--- src/rtl/nfs_pkg.sv ---
// Shared types, codes and helpers for the NoC packet-to-flit splitter.
// No dependencies; imported by nfs_flit_fifo and noc_packet_to_flit_splitter.
`timescale 1ns / 1ps

package nfs_pkg;

	// Flit geometry and transaction limits
	localparam int BYTES_PER_FLIT = 8;
	localparam int BPF_LOG2       = $clog2(BYTES_PER_FLIT);
	localparam int MAX_LENGTH     = 4096;

	// Result queue depth (power of two, at least 4 so two flits fit behind a stalled one)
	localparam int FIFO_DEPTH     = 4;

	// Input item kinds (s_tuser)
	localparam logic OP_HEADER = 1'b0;
	localparam logic OP_BYTE   = 1'b1;

	// Flit kinds (m_tuser)
	localparam logic [1:0] KIND_HEAD = 2'd0;
	localparam logic [1:0] KIND_BODY = 2'd1;
	localparam logic [1:0] KIND_TAIL = 2'd2;

	typedef struct packed {
		logic [1:0]  kind;
		logic [7:0]  source_node;
		logic [7:0]  dest;
		logic [9:0]  seq_number;
		logic [9:0]  seq_length;
		logic [1:0]  command;
		logic [31:0] address;
		logic [12:0] length;
		logic [63:0] payload;
		logic [3:0]  valid_bytes;
		logic        broadcast;
		logic        reduction;
	} flit_t;

	// Flits in a packet: ceil(len / BYTES_PER_FLIT) + head + tail
	function automatic logic [9:0] seq_total(input logic [12:0] len);
		logic [13:0] sum;
		sum = {1'b0, len} + 14'(BYTES_PER_FLIT - 1);
		return 10'(sum >> BPF_LOG2) + 10'd2;
	endfunction

endpackage

--- src/rtl/nfs_flit_fifo.sv ---
// Small result queue for finished flits: takes zero, one or two flits per cycle,
// hands out one per transfer. Depends on nfs_pkg.
`timescale 1ns / 1ps

module nfs_flit_fifo
	import nfs_pkg::*;
#(
	parameter int DEPTH = FIFO_DEPTH
) (
	input  logic        clk,
	input  logic        arst_n,
	input  logic [1:0]  push_n,
	input  flit_t       push_d0,
	input  flit_t       push_d1,
	input  logic        pop,
	output flit_t       head,
	output logic        head_valid,
	output logic        room2
);

	localparam int AW = $clog2(DEPTH);
	localparam int CW = $clog2(DEPTH + 1);

	flit_t          mem_q [DEPTH];
	logic [AW-1:0]  wr_ptr_q;
	logic [AW-1:0]  rd_ptr_q;
	logic [CW-1:0]  count_q;
	logic           pop_fire;
	logic [AW-1:0]  wr_ptr_p1;

	assign pop_fire   = pop && (count_q != '0);
	assign head       = mem_q[rd_ptr_q];
	assign head_valid = (count_q != '0);
	assign room2      = (count_q <= CW'(DEPTH - 2));
	assign wr_ptr_p1  = wr_ptr_q + AW'(1);

	// Storage: up to two consecutive entries per cycle, pointers wrap naturally
	always_ff @(posedge clk) begin
		if (push_n != 2'd0) begin
			mem_q[wr_ptr_q] <= push_d0;
		end
		if (push_n == 2'd2) begin
			mem_q[wr_ptr_p1] <= push_d1;
		end
	end

	// Pointers and occupancy
	always_ff @(posedge clk or negedge arst_n) begin
		if (!arst_n) begin
			wr_ptr_q <= '0;
			rd_ptr_q <= '0;
			count_q  <= '0;
		end else begin
			wr_ptr_q <= wr_ptr_q + AW'(push_n);
			if (pop_fire) begin
				rd_ptr_q <= rd_ptr_q + AW'(1);
			end
			count_q <= count_q + CW'(push_n) - CW'(pop_fire);
		end
	end

`ifndef NO_ASSERTIONS
	a_count_bound: assert property (@(posedge clk) disable iff (!arst_n)
		count_q <= CW'(DEPTH))
		else $error("flit queue occupancy above depth");

	a_no_overflow: assert property (@(posedge clk) disable iff (!arst_n)
		(push_n == 2'd2) |-> (count_q <= CW'(DEPTH - 2)))
		else $error("flit queue written past its room");

	a_pop_advances: assert property (@(posedge clk) disable iff (!arst_n)
		(pop_fire && push_n == 2'd0) |=> (count_q == $past(count_q) - CW'(1)))
		else $error("flit queue count did not follow a pop");
`endif

endmodule

--- src/rtl/noc_packet_to_flit_splitter.sv ---
// NoC packet-to-flit splitter: header and payload-byte items in, head/body/tail flits out.
// Output: each flit is written to the flit queue when its item is taken and offered on m_* in order.
// Throughput: one item per cycle; s_tready drops only while the 4-entry flit queue
// has fewer than two free entries (an item may cause a second flit).
// Reset: arst_n clears packet state, node_id and the queue at once; no clearing pass.
// Depends on nfs_pkg and nfs_flit_fifo.
`timescale 1ns / 1ps

module noc_packet_to_flit_splitter
	import nfs_pkg::*;
(
	input  logic         clk,
	input  logic         arst_n,
	// node_id register
	input  logic         cfg_wr_en,
	input  logic [7:0]   cfg_wr_data,
	// input items
	input  logic         s_tvalid,
	output logic         s_tready,
	// dest_node[7:0], command[9:8], address[41:10], length[54:42], broadcast[55],
	// reduction[56], payload_byte[64:57], zero[71:65]
	input  logic [71:0]  s_tdata,
	// operation[0]
	input  logic [0:0]   s_tuser,
	// flits out
	output logic         m_tvalid,
	input  logic         m_tready,
	// source_node[7:0], flit_dest[15:8], seq_number[25:16], seq_length[35:26],
	// flit_command[37:36], flit_address[69:38], flit_length[82:70], payload[146:83],
	// valid_bytes[150:147], bcast_flag[151], flit_reduction[152], zero[159:153]
	output logic [159:0] m_tdata,
	// flit_kind[1:0]
	output logic [1:0]   m_tuser
);

	// Registers
	logic [7:0]  node_id_q;
	logic        collecting_q;
	logic [7:0]  held_dest_q;
	logic [1:0]  held_cmd_q;
	logic [31:0] held_addr_q;
	logic        held_bc_q;
	logic        held_red_q;
	logic [12:0] held_length_q;
	logic [12:0] bytes_taken_q;
	logic [63:0] chunk_q;
	logic [3:0]  chunk_fill_q;
	logic [9:0]  next_seq_q;

	// Input fields
	logic [7:0]  in_dest;
	logic [1:0]  in_cmd;
	logic [31:0] in_addr;
	logic [12:0] in_len;
	logic        in_bc;
	logic        in_red;
	logic [7:0]  in_byte;
	logic        in_fire;
	logic        is_header;
	logic [12:0] len_sat;

	// Byte path
	logic [3:0]  fill_inc;
	logic [12:0] taken_inc;
	logic [63:0] chunk_new;
	logic        chunk_full;
	logic        last_byte;

	// Queue interface
	logic [1:0]  push_n;
	flit_t       flit0;
	flit_t       flit1;
	flit_t       head;
	logic        room2;

	assign in_dest   = s_tdata[7:0];
	assign in_cmd    = s_tdata[9:8];
	assign in_addr   = s_tdata[41:10];
	assign in_len    = s_tdata[54:42];
	assign in_bc     = s_tdata[55];
	assign in_red    = s_tdata[56];
	assign in_byte   = s_tdata[64:57];
	assign is_header = (s_tuser[0] == OP_HEADER);

	assign s_tready = room2;
	assign in_fire  = s_tvalid && s_tready;

	// Length saturation at MAX_LENGTH
	assign len_sat = ({4'b0, in_len} > 17'(MAX_LENGTH)) ? 13'(MAX_LENGTH) : in_len;

	// Byte lane insert and end-of-chunk / end-of-packet detection
	assign fill_inc   = chunk_fill_q + 4'd1;
	assign taken_inc  = bytes_taken_q + 13'd1;
	assign chunk_full = (fill_inc >= 4'(BYTES_PER_FLIT));
	assign last_byte  = (taken_inc >= held_length_q);

	for (genvar i = 0; i < 8; i++) begin : g_lane
		assign chunk_new[8*i +: 8] = (chunk_fill_q == 4'(i)) ? in_byte : chunk_q[8*i +: 8];
	end

	// Flits caused by the item at hand
	always_comb begin
		flit0             = '0;
		flit0.kind        = KIND_HEAD;
		flit0.source_node = node_id_q;
		if (is_header) begin
			flit0.dest       = in_dest;
			flit0.command    = in_cmd;
			flit0.address    = in_addr;
			flit0.length     = len_sat;
			flit0.broadcast  = in_bc;
			flit0.reduction  = in_red;
			flit0.seq_length = seq_total(len_sat);
		end else begin
			flit0.dest       = held_dest_q;
			flit0.command    = held_cmd_q;
			flit0.address    = held_addr_q;
			flit0.length     = held_length_q;
			flit0.broadcast  = held_bc_q;
			flit0.reduction  = held_red_q;
			flit0.seq_length = seq_total(held_length_q);
		end
		flit1      = flit0;
		flit1.kind = KIND_TAIL;
		push_n     = 2'd0;

		if (in_fire) begin
			if (is_header) begin
				flit1.seq_number = 10'd1;
				push_n           = (len_sat == 13'd0) ? 2'd2 : 2'd1;
			end else if (collecting_q && (chunk_full || last_byte)) begin
				flit0.kind        = KIND_BODY;
				flit0.seq_number  = next_seq_q;
				flit0.payload     = chunk_new;
				flit0.valid_bytes = fill_inc;
				flit1.seq_number  = next_seq_q + 10'd1;
				push_n            = last_byte ? 2'd2 : 2'd1;
			end
		end
	end

	// Configuration register
	always_ff @(posedge clk or negedge arst_n) begin
		if (!arst_n) begin
			node_id_q <= '0;
		end else if (cfg_wr_en) begin
			node_id_q <= cfg_wr_data;
		end
	end

	// Packet state
	always_ff @(posedge clk or negedge arst_n) begin
		if (!arst_n) begin
			collecting_q  <= 1'b0;
			held_dest_q   <= '0;
			held_cmd_q    <= '0;
			held_addr_q   <= '0;
			held_bc_q     <= 1'b0;
			held_red_q    <= 1'b0;
			held_length_q <= '0;
			bytes_taken_q <= '0;
			chunk_q       <= '0;
			chunk_fill_q  <= '0;
			next_seq_q    <= 10'd1;
		end else if (in_fire) begin
			if (is_header) begin
				held_dest_q   <= in_dest;
				held_cmd_q    <= in_cmd;
				held_addr_q   <= in_addr;
				held_bc_q     <= in_bc;
				held_red_q    <= in_red;
				held_length_q <= len_sat;
				bytes_taken_q <= '0;
				chunk_q       <= '0;
				chunk_fill_q  <= '0;
				next_seq_q    <= 10'd1;
				collecting_q  <= (len_sat != 13'd0);
			end else if (collecting_q) begin
				bytes_taken_q <= taken_inc;
				if (chunk_full || last_byte) begin
					chunk_q      <= '0;
					chunk_fill_q <= '0;
					next_seq_q   <= next_seq_q + 10'd1;
				end else begin
					chunk_q      <= chunk_new;
					chunk_fill_q <= fill_inc;
				end
				if (last_byte) begin
					collecting_q <= 1'b0;
				end
			end
		end
	end

	nfs_flit_fifo #(
		.DEPTH (FIFO_DEPTH)
	) u_fifo (
		.clk        (clk),
		.arst_n     (arst_n),
		.push_n     (push_n),
		.push_d0    (flit0),
		.push_d1    (flit1),
		.pop        (m_tready),
		.head       (head),
		.head_valid (m_tvalid),
		.room2      (room2)
	);

	// Output packing
	assign m_tuser = head.kind;
	assign m_tdata = {7'b0, head.reduction, head.broadcast, head.valid_bytes, head.payload,
		head.length, head.address, head.command, head.seq_length, head.seq_number,
		head.dest, head.source_node};

`ifndef NO_ASSERTIONS
	a_taken_below_len: assert property (@(posedge clk) disable iff (!arst_n)
		collecting_q |-> (bytes_taken_q < held_length_q))
		else $error("collecting with all bytes already taken");

	a_fill_below_flit: assert property (@(posedge clk) disable iff (!arst_n)
		collecting_q |-> (chunk_fill_q < 4'(BYTES_PER_FLIT)))
		else $error("chunk fill reached a full flit without emitting");

	a_empty_pkt_closes: assert property (@(posedge clk) disable iff (!arst_n)
		(in_fire && is_header && len_sat == 13'd0) |=> !collecting_q)
		else $error("zero-length header left packet open");

	a_tail_with_body: assert property (@(posedge clk) disable iff (!arst_n)
		(in_fire && !is_header && push_n == 2'd2) |-> (flit0.kind == KIND_BODY))
		else $error("tail from a byte without a preceding body flit");
`endif

endmodule

--- config.mk ---
export PLATFORM = sky130hd
export DESIGN_NAME = noc_packet_to_flit_splitter
export DESIGN_NICKNAME = d
export VERILOG_FILES = /design/src/rtl/nfs_pkg.sv /design/src/rtl/nfs_flit_fifo.sv /design/src/rtl/noc_packet_to_flit_splitter.sv
export SDC_FILE = /design/constraint.sdc
export NUM_CORES = 1
export LEC_CHECK = 0
export BUFFER_PORTS_ARGS = -buffer_cell sky130_fd_sc_hd__buf_4
export CAP_MARGIN = 20
export CORE_ASPECT_RATIO = 1.4
export CORE_MARGIN = 5
export CORE_UTILIZATION = 65
export CTS_CLUSTER_SIZE = 12
export DETAILED_ROUTE_END_ITERATION = 10
export PLACE_DENSITY = 0.87
export SKIP_LAST_GASP = 1
export SLEW_MARGIN = 20
export SYNTH_ARGS = -nofsm -noshare
export SYNTH_HDL_FRONTEND = slang
export SYNTH_SLANG_ARGS = --single-unit
--- constraint.sdc ---
create_clock -name clk -period 14.5 [get_ports clk]
set_input_delay 0.725 -clock clk [delete_from_list [all_inputs] [get_ports clk]]
set_output_delay 0.725 -clock clk [all_outputs]
set_load 0.02 [all_outputs]
==> run summary, run 1 <==
LOGIC SYNTHESIS
-------------------------------------------------------------------------------------------
Post-synthesis cell area                                                          33300 um2
Fraction of synthesis flops using an asynchronous set or reset pin                    0.209
Synth warnings                                                                            0
Unique cell type count in the Yosys netlist                                              73
Most instantiated flip-flop cell in the synthesis netlist                          edfxtp_1
Gate count after technology mapping                                                    2500
Largest cells by area after synthesis                                          edfxtp_1 31%, dfxtp_1 17%, dfrtp_1 12%
Area share of the leading cell type in the synthesized netlist                        0.307
Post-synthesis average cell area                                                   13.3 um2
Dominant cell type by area after synthesis                                         edfxtp_1
Share of the yosys chip area belonging to registers                                   0.599
Flip-flop and latch count after synthesis                                               784
EDFF count, synth                                                                       340

FLOORPLAN
-------------------------------------------------------------------------------------------
Die span in y                                                                        278 um
Top-level port count                                                                    250
Starting density of the core                                                          0.654
Chip Width                                                                           201 um
Row count                                                                                98
Placeable core region                                                             50900 um2
Die Area                                                                          55900 um2

GLOBAL ROUTE
-------------------------------------------------------------------------------------------
Antenna violations before repair                                                          1
Total global-route track usage                                                        0.309
Wire length of the first global-routing pass                                      136000 um
Vias in the first global route                                                        23800
Global routing met3 resource utilization                                             0.0534
M1 GR Usage                                                                           0.372
Pin count of the biggest net entering global routing                                     81
Fraction of met2 tracks used by global routing                                        0.536
Overflow after GRT                                                                        0
Busiest layer in global routing                                                        met2

STA
-------------------------------------------------------------------------------------------
Setup_tns                                                                              0 ns
Final critical delay including setup and external delays                            5.84 ns
Final setup violating endpoints                                                           0
Pin slew with the least headroom to its limit                                       1.08 ns
Worst max-slew margin expressed relative to the limit                                 0.282
Final hold violation count                                                                0
Final number of max-transition violations                                                 0
Final period utilization                                                              0.402
Maximum clock frequency                                                             171 MHz
Layout Skew                                                                       0.0180 ns
Setup repair after global routing missed its margin                                   false

POWER AND IR DROP
-------------------------------------------------------------------------------------------
Pwr per Cell Area                                                                174 nW/um2
Switching power share of the total                                                    0.332
Net switching power of the design                                                   2180 uW
Reg power frac                                                                        0.421
P_leak                                                                            0.0142 uW
Internal Power                                                                      4390 uW
Logic pwr share                                                                       0.295
Fraction of power consumed by the clock network                                       0.284
Largest vdd supply drop                                                            0.133 mV

CTS
-------------------------------------------------------------------------------------------
Clk Tree Root Cell                                                                clkbuf_16
Post-CTS Resized                                                                          0
Clock-pin slew of the registers on the worst-case setup and hold paths              0.06 ns
Number of levels in the clock H-tree                                                      3
Setup Buffers After CTS                                                                   0
CTS hold repair buffers                                                                   0
CTS Buf Count                                                                            77
Clock tree sinks                                                                        784
TritonCTS clock tree                                                                   done
Maximum clock path buffer count                                                           3
Latest clock arrival within the worst-skew pair                                     0.62 ns

WORST SETUP PATH
-------------------------------------------------------------------------------------------
Critical path start-end classification                                         register to register
Launching element type of the critical path                                        register
Critical path fanouts, max                                                               69
Instance count on the critical path                                                      16
Critical path's largest stage delay                                                 0.73 ns
Max stage delay cell, worst path                                                      buf_4
Critical-path cell list                                                        ha_1 -> nand3_1 -> nor2_1 -> and3_1 -> and3_1 -> nand3_1 -> xnor2_1 -> ha_1 -> a21oi_1 -> o2111a_1 -> nor3_4 -> o22ai_4 -> buf_4 -> inv_4 -> buf_4 -> and2_1
Required time at the endpoint of the critical path                                 14.86 ns
Worst Reg-to-Reg Cells                                                                   16
Critical Path AT                                                                    6.20 ns
CP top delay family                                                            buffers and inverters
Combined buffer and inverter count along the critical path                                3
CP endpoint kind                                                                   register

ROUTE
-------------------------------------------------------------------------------------------
Final ANT Viol Nets                                                                       0
DR WL/cell                                                                          25.8 um
Number of design-rule violations left by the first detailed-router iteration           2159
DR pass1 iterations                                                                       5
Count of unresolved DRC violations after routing                                          0
Total wire length                                                                  86700 um
Vias after detailed routing                                                           22600
Mean number of vias per cell                                                           6.72

CELLS AND AREA
-------------------------------------------------------------------------------------------
Number of diodes                                                                          0
Share of cells above drive strength 1                                                 0.216
Total number of nets in the final design                                               2762
Fillers                                                                                3014
Finished layout cell area                                                         37700 um2
Area added between synthesis and finish                                               13.4%

JOB
-------------------------------------------------------------------------------------------
Number of maximum-capacitance violations                                                  0

PLACE
-------------------------------------------------------------------------------------------
Routability Congestion                                                                0.868
Port Buffer Count                                                                       235
Cell area after placement                                                         35400 um2
Post-DP HPWL                                                                       50900 um

HOLD PATH
-------------------------------------------------------------------------------------------
Path class of the lowest-slack min-delay path                                  primary input to asynchronous set/reset pin

RUN STATUS
-------------------------------------------------------------------------------------------
Run status                                                                     finished, final reports clean

==> power groups by stage <==
stage | Combinational [uW] | Sequential (uW) | Clock (uW)
detailed placement | 1930 | 2800 | 0
global placement | 1870 | 2780 | 0
CTS | 1950 | 2760 | 1880
finish | 1940 | 2770 | 1870
floorplan | 1360 | 2690 | 0
global route | 2060 | 2790 | 1980
==> final timing paths <==
kind,from,endpoint,slack (ns)
worst max register to register,bytes_taken_q[0],u_fifo.mem_q[2][119],8.66
worst min register to register,u_fifo.mem_q[3][22],u_fifo.mem_q[3][22],0.46
worst max-delay path,bytes_taken_q[0],u_fifo.mem_q[2][119],8.66
max in group asynchronous,arst_n,held_addr_q[11],12.30
worst min-delay path,arst_n,chunk_q[3],0.11
min in group clk,cfg_wr_data[6],node_id_q[6],0.34
==> placed cells by master, fill, tap and decap left out, types with 4 or more instances in the layout <==
cell type | synthesis | layout
clkbuf_1 | 117 | 51
nor2b_1 | 4 | 4
o221ai_1 | 7 | 7
mux4_2 | 155 | 155
dfxtp_1 | 280 | 280
a22o_1 | 44 | 44
o2bb2ai_1 | 262 | 262
nand3_4 | 0 | 4
nand4_1 | 11 | 11
or4_1 | 8 | 8
xor2_1 | 12 | 12
mux2_2 | 49 | 49
a21oi_1 | 20 | 20
nand3_1 | 27 | 22
dfrtp_1 | 163 | 161
xnor2_1 | 22 | 22
o21ai_0 | 104 | 104
inv_1 | 29 | 26
o21a_1 | 4 | 4
inv_4 | 0 | 4
conb_1 | 1 | 7
nor2_1 | 300 | 300
ha_1 | 24 | 24
a31oi_1 | 11 | 11
and3_1 | 6 | 6
and2_1 | 44 | 44
mux2i_1 | 117 | 117
buf_4 | 7 | 263
nand2b_1 | 16 | 16
nor4_1 | 11 | 10
clkbuf_16 | 0 | 80
edfxtp_1 | 340 | 340
a21o_1 | 12 | 12
nor3_1 | 20 | 18
nand2_1 | 137 | 137
clkbuf_8 | 0 | 4
==> flip-flops by register name (all words and copies together), names as in the netlist, 4 cells and up <==
name and flops:
chunk_q 64, chunk_fill_q 4, held_length_q 13, next_seq_q 10
node_id_q 8, u_fifo.mem_q 620, bytes_taken_q 13, held_addr_q 32
held_dest_q 8
==> metal layers <==
layer / up-vias / part of all wire / wire length, um
met5: - / 0.000081 / 7
met4: 2 / 0.053 / 4570
met3: 248 / 0.079 / 6810
met2: 1199 / 0.51 / 44500
met1: 11400 / 0.35 / 30700
li1: 9725 / - / -
==> Yosys cell counts, drive strengths merged, types with 4 or more instances <==
cell type    n
inv         31
nand2      137
and2        44
xnor2       22
a22o        44
ha          24
nor3        22
buf         82
o221ai       7
dfxtp      280
edfxtp     340
o2bb2ai    262
a21o        12
xor2        12
nor2       300
nor4        14
mux2i      117
nand3       27
a31oi       11
mux4       155
o21a         4
mux2        49
or4          8
clkbuf     117
dfrtp      163
a21oi       21
nand4       11
nor2b        4
o21ai      106
and3         6
nand2b      16
==> through the flow <==
stage	instances	utilization	hold slack, ns	setup slack (ns)	total power, uW
final	3360	0.741	0.111	8.66	6570
after global routing	3360	0.741	0.140	8.30	6840
after detailed placement	3222	0.696	0.443	8.50	4730
after floorplan	2506	-	0.421	9.34	4050
after global placement	3222	0.696	0.429	8.62	4650
after CTS	3360	0.741	0.0860	8.64	6590
==> worst register-to-register path, stage by stage (launching register included) <==
cell	delay (ns)
dfrtp_1	0.43
ha_1	0.22
nand3_1	0.12
nor2_1	0.19
and3_1	0.25
and3_1	0.26
nand3_1	0.12
xnor2_1	0.21
ha_1	0.29
a21oi_1	0.37
o2111a_1	0.55
nor3_4	0.22
o22ai_4	0.24
buf_4	0.73
inv_4	0.54
buf_4	0.53
and2_1	0.32
==> logic make-up after synthesis <==
| family | after synthesis | share of synthesized area |
|---|---|---|
| buffers and inverters | 233 | 0.0282 |
| AND/OR/NAND/NOR | 600 | 0.0809 |
| XOR/XNOR | 34 | 0.00895 |
| AO/OA/AOI/OAI | 502 | 0.117 |
| flip-flops | 784 | 0.599 |
| adder cells (fa/ha/maj) | 25 | 0.00963 |
| multiplexers | 321 | 0.157 |
| other | 1 | 0.000113 |
==> area by class of cell <==
class	instances	area, um2	area share
Clock inverter	3	46.3	0.00123
Inverter	34	138	0.00365
Tap cell	650	813	0.0216
Sequential cell	784	19900	0.528
Multi-Input combinational cell	1489	12600	0.333
Clock buffer	135	2250	0.0596
Timing Repair Buffer	265	2000	0.0529
No activity file was read; power rests on OpenSTA's default activity.
==> inputs of run 2 (changes only) <==
CORE_UTILIZATION = 54   (was 65)
PLACE_DENSITY = 0.78   (was 0.87)
clock period = 4.8 ns   (was 14.5 ns; I/O delays follow)
==> run 2 against run 1 <==
  * Clock power grew to 3.1 times the previous value
  * Via count grew 1.1%
  * Maximum frequency grew 28%
  * Combinational power grew to 3.1 times the previous value
  * Routed wire length grew 2.9%
  * Global-route usage shrank 4.5 points
  * Critical path type unchanged
  * Highest routed layer is now met4
==> run summary, run 2 (synthesized netlist as in run 1, its figures left out) <==
RUN STATUS
-------------------------------------------------------------------------------------------
Run status                                                                     finished, final reports clean   unchanged

ROUTE
-------------------------------------------------------------------------------------------
DR WL/cell                                                                          24.5 um   was 25.8 um
Vias after detailed routing                                                           22800   was 22600
DR pass1 iterations                                                                       5   unchanged
Final ANT Viol Nets                                                                       0   unchanged
Count of unresolved DRC violations after routing                                          0   unchanged
Mean number of vias per cell                                                           6.28   was 6.72
Total wire length                                                                  89100 um   was 86700 um
Number of design-rule violations left by the first detailed-router iteration           2175   was 2159

GLOBAL ROUTE
-------------------------------------------------------------------------------------------
Vias in the first global route                                                        24200   was 23800
Antenna violations before repair                                                          3   was 1
Total global-route track usage                                                        0.265   was 0.309
Overflow after GRT                                                                        0   unchanged
Wire length of the first global-routing pass                                      139000 um   was 136000 um
Pin count of the biggest net entering global routing                                    136   was 81

STA
-------------------------------------------------------------------------------------------
Final number of max-transition violations                                                 0   unchanged
Worst max-slew margin expressed relative to the limit                                 0.272   was 0.282
Final setup violating endpoints                                                           0   unchanged
Setup_tns                                                                              0 ns   unchanged
Final period utilization                                                              0.952   was 0.402
Final hold violation count                                                                0   unchanged
Maximum clock frequency                                                             219 MHz   was 171 MHz
Worst slack on hold paths                                                         0.0223 ns   was 0.111 ns
Pin slew with the least headroom to its limit                                       1.09 ns   was 1.08 ns
Final critical delay including setup and external delays                            4.57 ns   was 5.84 ns
Layout Skew                                                                       0.0275 ns   was 0.0180 ns

FLOORPLAN
-------------------------------------------------------------------------------------------
Starting density of the core                                                          0.546   was 0.654
Placeable core region                                                             60900 um2   was 50900 um2
Chip Width                                                                           220 um   was 201 um
Row count                                                                               107   was 98
Die Area                                                                          66700 um2   was 55900 um2
Die span in y                                                                        304 um   was 278 um
Top-level port count                                                                    250   unchanged

CELLS AND AREA
-------------------------------------------------------------------------------------------
Number of flip-flops under the largest register name                                    620   unchanged
Area added between synthesis and finish                                               17.7%   was 13.4%
Most frequent standard cell in the layout excluding fill and tap cells             edfxtp_1   unchanged
Post-route non-filler standard cell count                                              3634   was 3360
Biggest register                                                               u_fifo.mem_q   unchanged
Most frequent cells in the layout                                              340 x edfxtp_1, 300 x nor2_1, 280 x dfxtp_1   unchanged
Largest regs                                                                   u_fifo.mem_q: 620 flops, chunk_q: 64 flops, held_addr_q: 32 flops   unchanged
Share of cells above drive strength 1                                                 0.222   was 0.216
Total number of nets in the final design                                               2863   was 2762

CTS
-------------------------------------------------------------------------------------------
Maximum clock path buffer count                                                           3   unchanged
Clock tree sinks                                                                        784   unchanged
Clock-pin slew of the registers on the worst-case setup and hold paths              0.06 ns   about the same
Latest clock arrival within the worst-skew pair                                     0.64 ns   was 0.62 ns
TritonCTS clock tree                                                                   done   unchanged
CTS Buf Count                                                                            78   was 77
Clk Tree Root Cell                                                                clkbuf_16   unchanged
Number of levels in the clock H-tree                                                      3   unchanged

PLACE
-------------------------------------------------------------------------------------------
Cell total after placement                                                             3412   was 3222
Routability Congestion                                                                0.876   was 0.868
Post-DP HPWL                                                                       52900 um   was 50900 um
Port Buffer Count                                                                       235   unchanged

WORST SETUP PATH
-------------------------------------------------------------------------------------------
Critical path fanouts, max                                                              135   was 69
Critical path start-end classification                                         register to register   unchanged
CP endpoint kind                                                                   register   unchanged
Required time at the endpoint of the critical path                                  5.14 ns   was 14.86 ns
Critical Path AT                                                                    4.91 ns   was 6.20 ns
Launching element type of the critical path                                        register   unchanged

POWER AND IR DROP
-------------------------------------------------------------------------------------------
Internal Power                                                                     13300 uW   was 4390 uW
Logic pwr share                                                                       0.302   was 0.295
Fraction of power consumed by the clock network                                       0.285   was 0.284
Reg power frac                                                                        0.413   was 0.421
P_leak                                                                            0.0148 uW   was 0.0142 uW
Net switching power of the design                                                   6790 uW   was 2180 uW
Largest vdd supply drop                                                            0.377 mV   was 0.133 mV
Pwr per Cell Area                                                                513 nW/um2   was 174 nW/um2
Switching power share of the total                                                    0.338   was 0.332

HOLD PATH
-------------------------------------------------------------------------------------------
Path class of the lowest-slack min-delay path                                  primary input to register   was primary input to asynchronous set/reset pin

JOB
-------------------------------------------------------------------------------------------
Number of maximum-capacitance violations                                                  0   unchanged

-- run 2: changes by cell type in the layout (fill, tap and decap cells not counted), moves of 3 or more --
cell / delta
clkinv_2: +4
clkbuf_1: -7
nand3_4: -4
clkinvlp_4: +3
buf_12: +21
buf_4: +10
clkinv_1: +3
clkbuf_8: -3
diode_2: +5
inv_16: +5
nand3_2: +4
dlygate4sd3_1: +68
-- run 2: area by class of cell --
class	instances	area, um2
antenna	5	12.5
clock buffer	124	2160
clock inverter	16	184
fill	4346	21800
inverter	34	141
multi-input combinational	1489	12500
sequential	784	19900
tap	817	1020
timing repair buffer	365	3180
-- run 2: critical path, cell delays in order, from the launching register on --
cell	delay, ns
dfrtp_1	0.43
and3_1	0.18
nand3_1	0.11
nor2_1	0.26
and3_1	0.28
nand3_1	0.11
xnor2_1	0.24
ha_1	0.30
a21o_1	0.17
a21oi_1	0.37
o2111a_2	0.45
nor3_4	0.10
buf_4	0.19
o21ai_4	0.20
buf_12	0.61
nor2_1	0.16
-- run 2: path summary, 6_finish.rpt --
| kind | start | endpoint | slack (ns) | cells past startpoint |
|---|---|---|---|---|
| setup / recovery | bytes_taken_q[0] | u_fifo.mem_q[3][91] | 0.23 | 15 |
| hold / removal | s_tdata[3] | held_dest_q[3] | 0.02 | 3 |
| setup reg to reg | bytes_taken_q[0] | u_fifo.mem_q[3][91] | 0.23 | 15 |
| hold reg to reg | u_fifo.mem_q[1][153] | u_fifo.mem_q[1][153] | 0.45 | 1 |
| max in group asynchronous | arst_n | u_fifo.rd_ptr_q[1] | 3.45 | 3 |
| min in group asynchronous | arst_n | chunk_q[16] | 0.19 | 2 |
-- run 2: repair_timing --
| item | 4_1_cts | 5_1_grt |
|---|---|---|
| gates resized for setup | 0 | 2 |
| endpoints found under the setup margin | 0 | 123 |
| hold buffers | 68 | 0 |
| setup buffers | 0 | 9 |
| endpoints found under the hold margin | 148 | 0 |
-- run 2: per-layer routing --
layer | vias to the layer above | global-route usage | share of wire
met5 | - | 0 | 0
met4 | 0 | 0.119 | 0.043
met3 | 222 | 0.0467 | 0.072
met2 | 1086 | 0.459 | 0.52
met1 | 11600 | 0.322 | 0.37
li1 | 9941 | - | -
-- run 2: power by group through the flow --
stage,combinational (uW),sequential [uW],clock [uW]
6_report,6060,8310,5730
5_1_grt,6480,8400,6090
4_1_cts,6080,8310,5810
3_5_place_dp,6000,8440,0
3_3_place_gp,5870,8370,0
2_1_floorplan,4100,8120,0
-- run 2: metrics by stage --
| step | util | setup slack, ns | power, uW | instance area [um2] |
|---|---|---|---|---|
| floorplan | - | -0.0660 | 12200 | 33300 |
| global placement | 0.592 | 0.422 | 14200 | 36000 |
| detailed placement | 0.592 | 0.285 | 14400 | 36000 |
| CTS | 0.641 | 0.240 | 20200 | 39100 |
| global route | 0.643 | -0.00247 | 21000 | 39100 |
| finish | 0.643 | 0.230 | 20100 | 39100 |
